**config.mk**
```make
export PLATFORM = sky130hd
export DESIGN_NAME = integer_to_ascii_field_formatter
export DESIGN_NICKNAME = d
export VERILOG_FILES = /design/src/sv/itoa_fmt_pkg.sv /design/src/sv/integer_to_ascii_field_formatter.sv
export SDC_FILE = /design/constraint.sdc
export NUM_CORES = 2
export LEC_CHECK = 0
export ABC_AREA = 1
export BUFFER_PORTS_ARGS = -buffer_cell sky130_fd_sc_hd__buf_4
export CAP_MARGIN = 20
export CORE_MARGIN = 2
export CORE_UTILIZATION = 50
export CTS_CLUSTER_DIAMETER = 30
export DETAILED_ROUTE_END_ITERATION = 8
export PLACE_DENSITY = 0.66
export SLEW_MARGIN = 20
export SYNTH_ARGS = -nofsm -noshare
export SYNTH_HDL_FRONTEND = slang
export SYNTH_SLANG_ARGS = --single-unit
```
**constraint.sdc**
```tcl
create_clock -name clk -period 7.9 [get_ports clk]
set_input_delay 1.185 -clock clk [delete_from_list [all_inputs] [get_ports clk]]
set_output_delay 1.185 -clock clk [all_outputs]
set_load 0.02 [all_outputs]
```
**src/sv/itoa_fmt_pkg.sv**
```systemverilog
// Shared types, constants and helpers for the integer-to-ASCII field formatter.
// Used by integer_to_ascii_field_formatter; no other dependencies.
package itoa_fmt_pkg;

    // Field and digit sizing
    localparam int MAX_DIGITS = 32;
    localparam int WORD_W     = 32;
    localparam int WIDTH_W    = 6;
    localparam int DIGIT_W    = 4;
    localparam int CHAR_W     = 8;

    localparam logic [WIDTH_W-1:0] WIDTH_CAP = WIDTH_W'(MAX_DIGITS < 32 ? MAX_DIGITS : 32);
    localparam logic [WORD_W-1:0]  SIGN_BIT  = 32'h8000_0000;

    // Reciprocal of ten for 32-bit words: q = (w * RECIP10) >> 35
    localparam logic [WORD_W-1:0] RECIP10    = 32'hCCCC_CCCD;
    localparam int                RECIP10_SH = 35;

    // Radix codes
    localparam logic [1:0] RADIX_BIN = 2'd0;
    localparam logic [1:0] RADIX_OCT = 2'd1;
    localparam logic [1:0] RADIX_DEC = 2'd2;
    localparam logic [1:0] RADIX_HEX = 2'd3;

    // ASCII codes
    localparam logic [CHAR_W-1:0] ASCII_ZERO  = 8'h30;
    localparam logic [CHAR_W-1:0] ASCII_UPA   = 8'h41;
    localparam logic [CHAR_W-1:0] ASCII_LOWA  = 8'h61;
    localparam logic [CHAR_W-1:0] ASCII_MINUS = 8'h2D;
    localparam logic [CHAR_W-1:0] ASCII_SPACE = 8'h20;

    // Conversion request
    typedef struct packed {
        logic [WORD_W-1:0]  value;
        logic [1:0]         radix_select;
        logic               is_signed;
        logic               upper_case;
        logic [WIDTH_W-1:0] field_width;
        logic               zero_fill;
    } fmt_arg_t;

    // One output character
    typedef struct packed {
        logic [CHAR_W-1:0] out_char;
        logic              last_char;
    } fmt_sym_t;

    // Sequencer states
    typedef enum logic [2:0] {
        ST_IDLE,
        ST_MUL,
        ST_DIGIT,
        ST_SIGN,
        ST_FILL,
        ST_EMIT
    } fmt_state_t;

    // Digit value to ASCII
    function automatic logic [CHAR_W-1:0] digit_to_ascii(input logic [DIGIT_W-1:0] d,
                                                         input logic upper);
        logic [CHAR_W-1:0] base;
        base = upper ? ASCII_UPA : ASCII_LOWA;
        if (d > 4'd9)
            digit_to_ascii = base + CHAR_W'(d) - CHAR_W'(10);
        else
            digit_to_ascii = ASCII_ZERO + CHAR_W'(d);
    endfunction

endpackage

```
**src/sv/integer_to_ascii_field_formatter.sv**
```systemverilog
// Integer-to-ASCII field formatter: converts one 32-bit word into a padded
// ASCII integer field. Depends on itoa_fmt_pkg.
//
// Usage:
//   arg channel (arg_valid / arg_stall / arg) takes one conversion request:
//   word, radix, signedness, hex case, field width and fill choice. arg_stall
//   is high from acceptance until the last character is loaded into the
//   output register.
//   sym channel (sym_valid / sym_stall / sym) returns the characters of each
//   request, most significant first: optional '-', fill, then digits; the
//   final one carries last_char.
// Timing:
//   Digits come out of one shared divide-by-radix unit, least significant
//   first, into a 32-entry digit buffer: one digit per cycle for radix 2/8/16;
//   for radix 10 each digit takes a reciprocal multiply, then the remainder.
//   Emission then gives one character per cycle unless the receiver stalls.
//   An item has at most 33 characters.
// Stall: a stalled character holds in the output register and the sequencer
//   waits; nothing is dropped. Reset clears the sequencer and the output
//   valid; the block is ready right after reset.
module integer_to_ascii_field_formatter (
    input  logic                   clk,
    input  logic                   rst_n,
    input  logic                   arg_valid,
    output logic                   arg_stall,
    input  itoa_fmt_pkg::fmt_arg_t arg,
    output logic                   sym_valid,
    input  logic                   sym_stall,
    output itoa_fmt_pkg::fmt_sym_t sym
);
    import itoa_fmt_pkg::*;

    fmt_state_t          state_reg, state_next;
    logic [WORD_W-1:0]   word_reg, word_next;
    logic [2*WORD_W-1:0] prod_reg, prod_next;
    logic [1:0]          radix_reg, radix_next;
    logic                upper_reg, upper_next;
    logic                neg_reg, neg_next;
    logic                pad_zero_reg, pad_zero_next;
    logic [WIDTH_W-1:0]  width_reg, width_next;
    logic [WIDTH_W-1:0]  nd_reg, nd_next;
    logic [WIDTH_W-1:0]  fill_reg, fill_next;
    logic [DIGIT_W-1:0]  digits_reg [MAX_DIGITS];
    logic                out_valid_reg, out_valid_next;
    fmt_sym_t            out_reg, out_next;

    logic                accept;
    logic                load;
    logic [WORD_W-1:0]   quot;
    logic [DIGIT_W-1:0]  dig;
    logic [WORD_W-1:0]   q10;
    logic [WIDTH_W-1:0]  nd_inc;
    logic                conv_done;
    logic [WIDTH_W-1:0]  fill_calc;
    logic [WIDTH_W-1:0]  rd_idx;
    logic [DIGIT_W-1:0]  rd_digit;

    assign arg_stall = (state_reg != ST_IDLE);
    assign accept    = arg_valid && !arg_stall;
    assign load      = !out_valid_reg || !sym_stall;
    assign sym_valid = out_valid_reg;
    assign sym       = out_reg;

    // Shared divide-by-radix unit
    assign q10 = {quot[WORD_W-4:0], 3'b000} + {quot[WORD_W-2:0], 1'b0};
    always_comb
    begin
        case (radix_reg)
            RADIX_BIN:
            begin
                quot = word_reg >> 1;
                dig  = {3'b000, word_reg[0]};
            end
            RADIX_OCT:
            begin
                quot = word_reg >> 3;
                dig  = {1'b0, word_reg[2:0]};
            end
            RADIX_HEX:
            begin
                quot = word_reg >> 4;
                dig  = word_reg[3:0];
            end
            default:
            begin
                quot = WORD_W'(prod_reg >> RECIP10_SH);
                dig  = DIGIT_W'(word_reg - q10);
            end
        endcase
    end

    // Digit count and fill after this digit
    assign nd_inc    = nd_reg + WIDTH_W'(1);
    assign conv_done = (quot == '0) || (nd_inc == WIDTH_W'(MAX_DIGITS));
    assign fill_calc = (width_reg > nd_inc) ? (width_reg - nd_inc) : '0;

    // Digit buffer read, most significant stored digit first
    assign rd_idx   = nd_reg - WIDTH_W'(1);
    assign rd_digit = digits_reg[rd_idx[4:0]];

    // Next state
    always_comb
    begin
        state_next = state_reg;
        case (state_reg)
            ST_IDLE:
            begin
                if (accept)
                    state_next = (arg.radix_select == RADIX_DEC) ? ST_MUL : ST_DIGIT;
            end
            ST_MUL:
                state_next = ST_DIGIT;
            ST_DIGIT:
            begin
                if (conv_done)
                begin
                    if (neg_reg)
                        state_next = ST_SIGN;
                    else if (fill_calc != '0)
                        state_next = ST_FILL;
                    else
                        state_next = ST_EMIT;
                end
                else if (radix_reg == RADIX_DEC)
                    state_next = ST_MUL;
            end
            ST_SIGN:
            begin
                if (load)
                    state_next = (fill_reg != '0) ? ST_FILL : ST_EMIT;
            end
            ST_FILL:
            begin
                if (load && fill_reg == WIDTH_W'(1))
                    state_next = ST_EMIT;
            end
            ST_EMIT:
            begin
                if (load && nd_reg == WIDTH_W'(1))
                    state_next = ST_IDLE;
            end
            default:
                state_next = ST_IDLE;
        endcase
    end

    // Datapath and output next values
    always_comb
    begin
        word_next      = word_reg;
        prod_next      = prod_reg;
        radix_next     = radix_reg;
        upper_next     = upper_reg;
        neg_next       = neg_reg;
        pad_zero_next  = pad_zero_reg;
        width_next     = width_reg;
        nd_next        = nd_reg;
        fill_next      = fill_reg;
        out_next       = out_reg;
        out_valid_next = out_valid_reg && sym_stall;
        case (state_reg)
            ST_IDLE:
            begin
                if (accept)
                begin
                    neg_next      = arg.is_signed && ((arg.value & SIGN_BIT) != '0);
                    word_next     = neg_next ? (~arg.value + WORD_W'(1)) : arg.value;
                    radix_next    = arg.radix_select;
                    upper_next    = arg.upper_case;
                    pad_zero_next = arg.zero_fill;
                    width_next    = (arg.field_width > WIDTH_CAP) ? WIDTH_CAP : arg.field_width;
                    nd_next       = '0;
                end
            end
            ST_MUL:
                prod_next = (2*WORD_W)'(word_reg) * (2*WORD_W)'(RECIP10);
            ST_DIGIT:
            begin
                word_next = quot;
                nd_next   = nd_inc;
                if (conv_done)
                    fill_next = fill_calc;
            end
            ST_SIGN:
            begin
                if (load)
                begin
                    out_next.out_char  = ASCII_MINUS;
                    out_next.last_char = 1'b0;
                    out_valid_next     = 1'b1;
                end
            end
            ST_FILL:
            begin
                if (load)
                begin
                    out_next.out_char  = pad_zero_reg ? ASCII_ZERO : ASCII_SPACE;
                    out_next.last_char = 1'b0;
                    out_valid_next     = 1'b1;
                    fill_next          = fill_reg - WIDTH_W'(1);
                end
            end
            ST_EMIT:
            begin
                if (load)
                begin
                    out_next.out_char  = digit_to_ascii(rd_digit, upper_reg);
                    out_next.last_char = (nd_reg == WIDTH_W'(1));
                    out_valid_next     = 1'b1;
                    nd_next            = rd_idx;
                end
            end
            default:
            begin
            end
        endcase
    end

    // Control registers
    always_ff @(posedge clk or negedge rst_n)
    begin
        if (!rst_n)
        begin
            state_reg     <= ST_IDLE;
            out_valid_reg <= 1'b0;
        end
        else
        begin
            state_reg     <= state_next;
            out_valid_reg <= out_valid_next;
        end
    end

    // Payload registers
    always_ff @(posedge clk)
    begin
        word_reg     <= word_next;
        prod_reg     <= prod_next;
        radix_reg    <= radix_next;
        upper_reg    <= upper_next;
        neg_reg      <= neg_next;
        pad_zero_reg <= pad_zero_next;
        width_reg    <= width_next;
        nd_reg       <= nd_next;
        fill_reg     <= fill_next;
        out_reg      <= out_next;
    end

    // Digit buffer, written least significant first
    always_ff @(posedge clk)
    begin
        if (state_reg == ST_DIGIT)
            digits_reg[nd_reg[4:0]] <= dig;
    end

endmodule

```
* Yosys cells after proc, flatten, opt, wreduce, memory -nomap -nowiden
Memories as Yosys holds them, arrays and structs flattened. Index checks and enable logic that the tools add are counted.
Cells by class: add/sub/neg operators 10, $mul 1, divide/modulo/power cells 0, $lt $le $gt $ge 3, equality and inequality tests 20, shift operators 0, multiplexer cells 34, bitwise operators 1, reductions and logical operators 27
Operators by type and width (count):
- $pmux W31 S3 | 1
- $mul A32 B32 Y64 const B | 1
- $mux W32 | 2
- $pmux W32 S2 | 1
- $mux W6 | 6
- $add A32 B1 Y32 const B | 1
- $logic_not A32 Y1 | 1
- $not A32 Y32 | 1
- $mux W9 | 3
- $pmux W9 S3 | 1
- $mux W3 | 7
- $pmux W3 S6 | 1
- $pmux W6 S3 | 1
- $ne A2 B2 Y1 const B | 7
- $eq A6 B1 Y1 const B | 2
- $pmux W4 S3 | 1
- $pmux W6 S2 | 1
- $reduce_bool A6 Y1 | 2
- $sub A6 B1 Y6 const B | 2
- $reduce_bool A3 Y1 | 3
- $add A7 B4 Y8 | 1
- $mux W8 | 1
- $sub A8 B4 Y8 const B | 1
- $add A6 B4 Y7 const A | 1
- other kinds (28) | 47
Storage, ports and cells: flip-flop bits (word level) 132, bits in latches 0, RAM bits 128, ROM bits 0, bits of input ports 47, output and inout bits 11, logic and storage cells 110, memories 1
Memories:
- digits_reg | words 32, bits a word 4, read ports 1, clocked after memory_dff 0, write ports 1, line integer_to_ascii_field_formatter.sv:43 | logic [DIGIT_W-1:0] digits_reg [MAX_DIGITS];

* Longest topological paths before layout
word-level depth 8, depth in mapped cells 30, gate-level depth less buffers 29

* Worst setup path after synthesis
Ideal clock, no wire load.
path type reg2reg, start point reg word_reg[18], end point reg prod_reg[62] (data pin), library setup time 0.252 ns, data arrival time 5.961 ns, data required time 7.648 ns, slack 1.687 ns, cell stages (with the launch flop) 26, path buffers 0, period minus slack after synthesis 6.213 ns, cells stage by stage edfxtp_1 > ha_1 > inv_1 > fa_1 > inv_1 > fa_1 > inv_1 > fa_1 > inv_1 > fa_1 > fa_1 > fa_1 > inv_1 > fa_1 > inv_1 > ha_1 > nand2_1 > nor2_1 > inv_1 > nor2_1 > inv_1 > nor2_1 > nand2_1 > or2_2 > nand3_1 > nand2_1
Between the ends: word-level cells in the longest chain between the ends 1
RTL lines:
- from (decl) | line integer_to_ascii_field_formatter.sv:34 | logic [WORD_W-1:0] word_reg, word_next;
- from (signal assigned) | line integer_to_ascii_field_formatter.sv:237 | word_reg <= word_next;
- $mul A32 B32 Y64 | line integer_to_ascii_field_formatter.sv:176 | prod_next = (2*WORD_W)'(word_reg) * (2*WORD_W)'(RECIP10);
- to (signal assigned) | line integer_to_ascii_field_formatter.sv:238 | prod_reg <= prod_next;
- to (decl) | line integer_to_ascii_field_formatter.sv:35 | logic [2*WORD_W-1:0] prod_reg, prod_next;
Every way passes these cells. A chain may end at the register's enable or synchronous reset.

* Final worst setup path
start point reg word_reg[8], end point reg prod_reg[58] (data pin)
The elaborated chain is that of the path after synthesis.

==> results.py <==
metrics = {
    "floorplanning": {
        "start_util": 0.505,
        "die_w_um": 248,
        "io_pins": 58,
        "fp.dieH_um": 248,
        "coreArea_sq_um": 59000,
        "dieArea_sq_um": 61600,
        "rows": 89,
    },
    "sta": {
        "fmax_mhz": 136,
        "skew_ns": 0.0302,
        "max_slew_margin": 0.416,
        "hold_viol": 0,
        "timing.final.crit_share": 0.933,
        "worst_slack_ns": 0.533,
        "setup_viol": 0,
        "worstMarginPinSlew_ns": 0.866,
        "grt_setup_unrepaired": "no",
        "post-route-min-period_ns": 7.37,
        "drv_slew": 0,
        "tns_ns": 0,
    },
    "placement": {
        "gp_congestion": 1.04,
        "hpwl_mm": 79.2,
        "port_buffers": 56,
        "dp_slack_ns": 0.664,
        "placedCellCount": 4169,
    },
    "final_layout": {
        "drive_above_1_share": 0.0616,
        "diodes": 0,
        "syn2layout_area_growth_pct": 11.2,
        "final_cells": 4280,
        "fin_nets": 4255,
        "largest_reg_flops": 128,
        "final_util": 0.562,
    },
    "setup_path": {
        "reg2reg_to": "prod_reg[58]",
        "r2r-start": "word_reg[8]",
        "arrival_ns": 7.71,
        "end_kind": "register",
        "rr_worst_depth": 23,
        "crit_path_max_fanout": 10,
        "start_kind": "register",
        "rrSetupSlack_ns": 0.53,
        "crit_required_ns": 8.25,
        "crit_type": "register to register",
    },
    "routing": {
        "drc": 0,
        "ant_nets": 0,
        "drt-initial-drc-count": 1901,
        "wirelength_mm": 93.2,
        "viasPerCell": 5.44,
        "vias": 23300,
        "wire_per_inst_um": 21.8,
        "first_pass_iters": 6,
    },
    "yosys": {
        "yosys.area_share.simple": 0.144,
        "synthArstFlopShare": 0.0179,
        "synth_edf_count": 220,
        "synth_seq_cells": 224,
        "synth_mux_area_frac": 0.000336,
        "synth-xor-area-share": 0.0295,
        "yosys.area_share.adder": 0.413,
        "synth_seq_area_share": 0.225,
        "avgSynthCellArea_sq_um": 8.84,
        "yosysTopAreaCell": "fa_1",
        "synth_nets": 4169,
        "synth_top_family_by_area": "adder cells",
        "yosysUniqueCellTypes": 52,
        "yosys.area.top_type_share": 0.260,
        "yosys.cell_count.top_type": "inv_1",
        "synthTopCellsByCount": "inv_1, nand2_1, fa_1, ha_1, nor2_1",
        "synth_area_leaders": "fa_1, edfxtp_1, ha_1, inv_1, nand2_1",
        "synth_area_sq_um": 29800,
        "synth_flop_cell": "edfxtp_1",
        "synthCells": 3371,
        "yosysWarnings": 0,
        "synth_compound_area_frac": 0.0803,
    },
    "status": {
        "status": "finished clean",
    },
    "clocking": {
        "numCtsBuffers": 59,
        "cts_tree": "built",
        "cts.repair.resized": 0,
        "cts_root_buf": "clkbuf_16",
        "clkSinkCount": 224,
        "holdBufCountCts": 0,
        "ctsHtreeMaxLevel": 2,
        "clock_latency_ns": 0.60,
        "clock_path_buffers": 3,
        "path_clk_slew_ns": 0.05,
        "post_cts_buffers": 0,
    },
    "global_route": {
        "grt.overflow.total": 0,
        "antenna_found_initial": 1,
        "grt_max_degree": 70,
        "grt_pass1_vias": 23400,
        "grt_usage": 0.308,
        "grt_pass1_wl_mm": 140,
    },
    "worst_hold_path": {
        "hold_class": "input port to asynchronous set/reset pin",
    },
    "job": {
        "maxCapViolations": 0,
    },
}
## layer usage
layer  vias up  GRT usage  share of wire  wire length, um
met5         -          0              0                0
met4         0      0.200          0.073             6790
met3       211     0.0373          0.058             5390
met2       901      0.502           0.47            43700
met1     11300      0.390           0.40            37300
li1      10900          -              -                -
## worst max-delay path by stage
stage	startpoint	to	depth (start not counted)
floorplan	word_reg[18]	prod_reg[62]	25
global placement	word_reg[9]	prod_reg[58]	23
detailed placement	word_reg[16]	prod_reg[59]	24
CTS	word_reg[8]	prod_reg[59]	25
global route	word_reg[8]	prod_reg[58]	25
finish	word_reg[8]	prod_reg[58]	23
## area by class of cell
class                      instances  area [sq um]
sequential                       224          6710
fill                            5422         25900
inverter                         786          2950
clock buffer                      68          1530
clock inverter                    43           448
tap                              773           967
timing repair buffer              85           638
multi-input combinational       2301         19900
## per-stage QoR
stage	hold slack, ns	cell area [sq um]
2_1_floorplan	0.494	29800
3_3_place_gp	0.538	31200
3_5_place_dp	0.509	31200
4_1_cts	0.359	33100
5_1_grt	0.373	33100
6_report	0.388	33100
## critical path, cell delays in order, from the launching register on
cell and delay (ns):
edfxtp_1 0.61, ha_1 0.55, xnor2_1 0.31, inv_1 0.13
ha_1 0.20, or2_2 0.35, fa_1 0.60, fa_1 0.45
fa_1 0.43, fa_1 0.53, inv_1 0.05, fa_1 0.47
inv_1 0.05, ha_1 0.27, ha_1 0.39, a21oi_1 0.24
a21boi_0 0.47, o21ai_0 0.19, a21oi_1 0.17, nand3_1 0.25
nand2_1 0.18, inv_1 0.05, o21bai_1 0.11, nand2_1 0.06
## placed cells by master (no fill, tap or decap), types with 4 or more instances in the layout
cell,count
xnor2_1,19
nor4_1,8
inv_2,11
clkinv_1,12
a21oi_1,96
nor3_1,20
inv_1,773
o21a_1,11
o31ai_1,4
clkinvlp_4,8
o21ai_2,4
nand2_1,432
o21ai_0,197
nand4_1,17
edfxtp_1,220
bufinv_16,7
ha_1,363
o211ai_1,38
nor2_1,350
xor2_1,75
o22ai_1,6
o21bai_1,25
nand3b_1,6
dfrtp_1,4
buf_4,85
nand3_1,171
a21o_1,11
fa_1,387
clkbuf_1,8
or2_2,8
clkinv_2,11
or2_1,7
a31oi_1,14
clkbuf_16,60
## logic make-up after synthesis
logic type	Yosys count
AOI/OAI and AO/OA	421
xor gates and xnor gates	96
adders and majority gates	751
buffers and inverters	846
DFF	224
muxes	1
other	1
and+or+nand+nor	1031
Power is not shown: default switching activity piles up to over one toggle a cycle in this logic, so the estimate is an artifact.
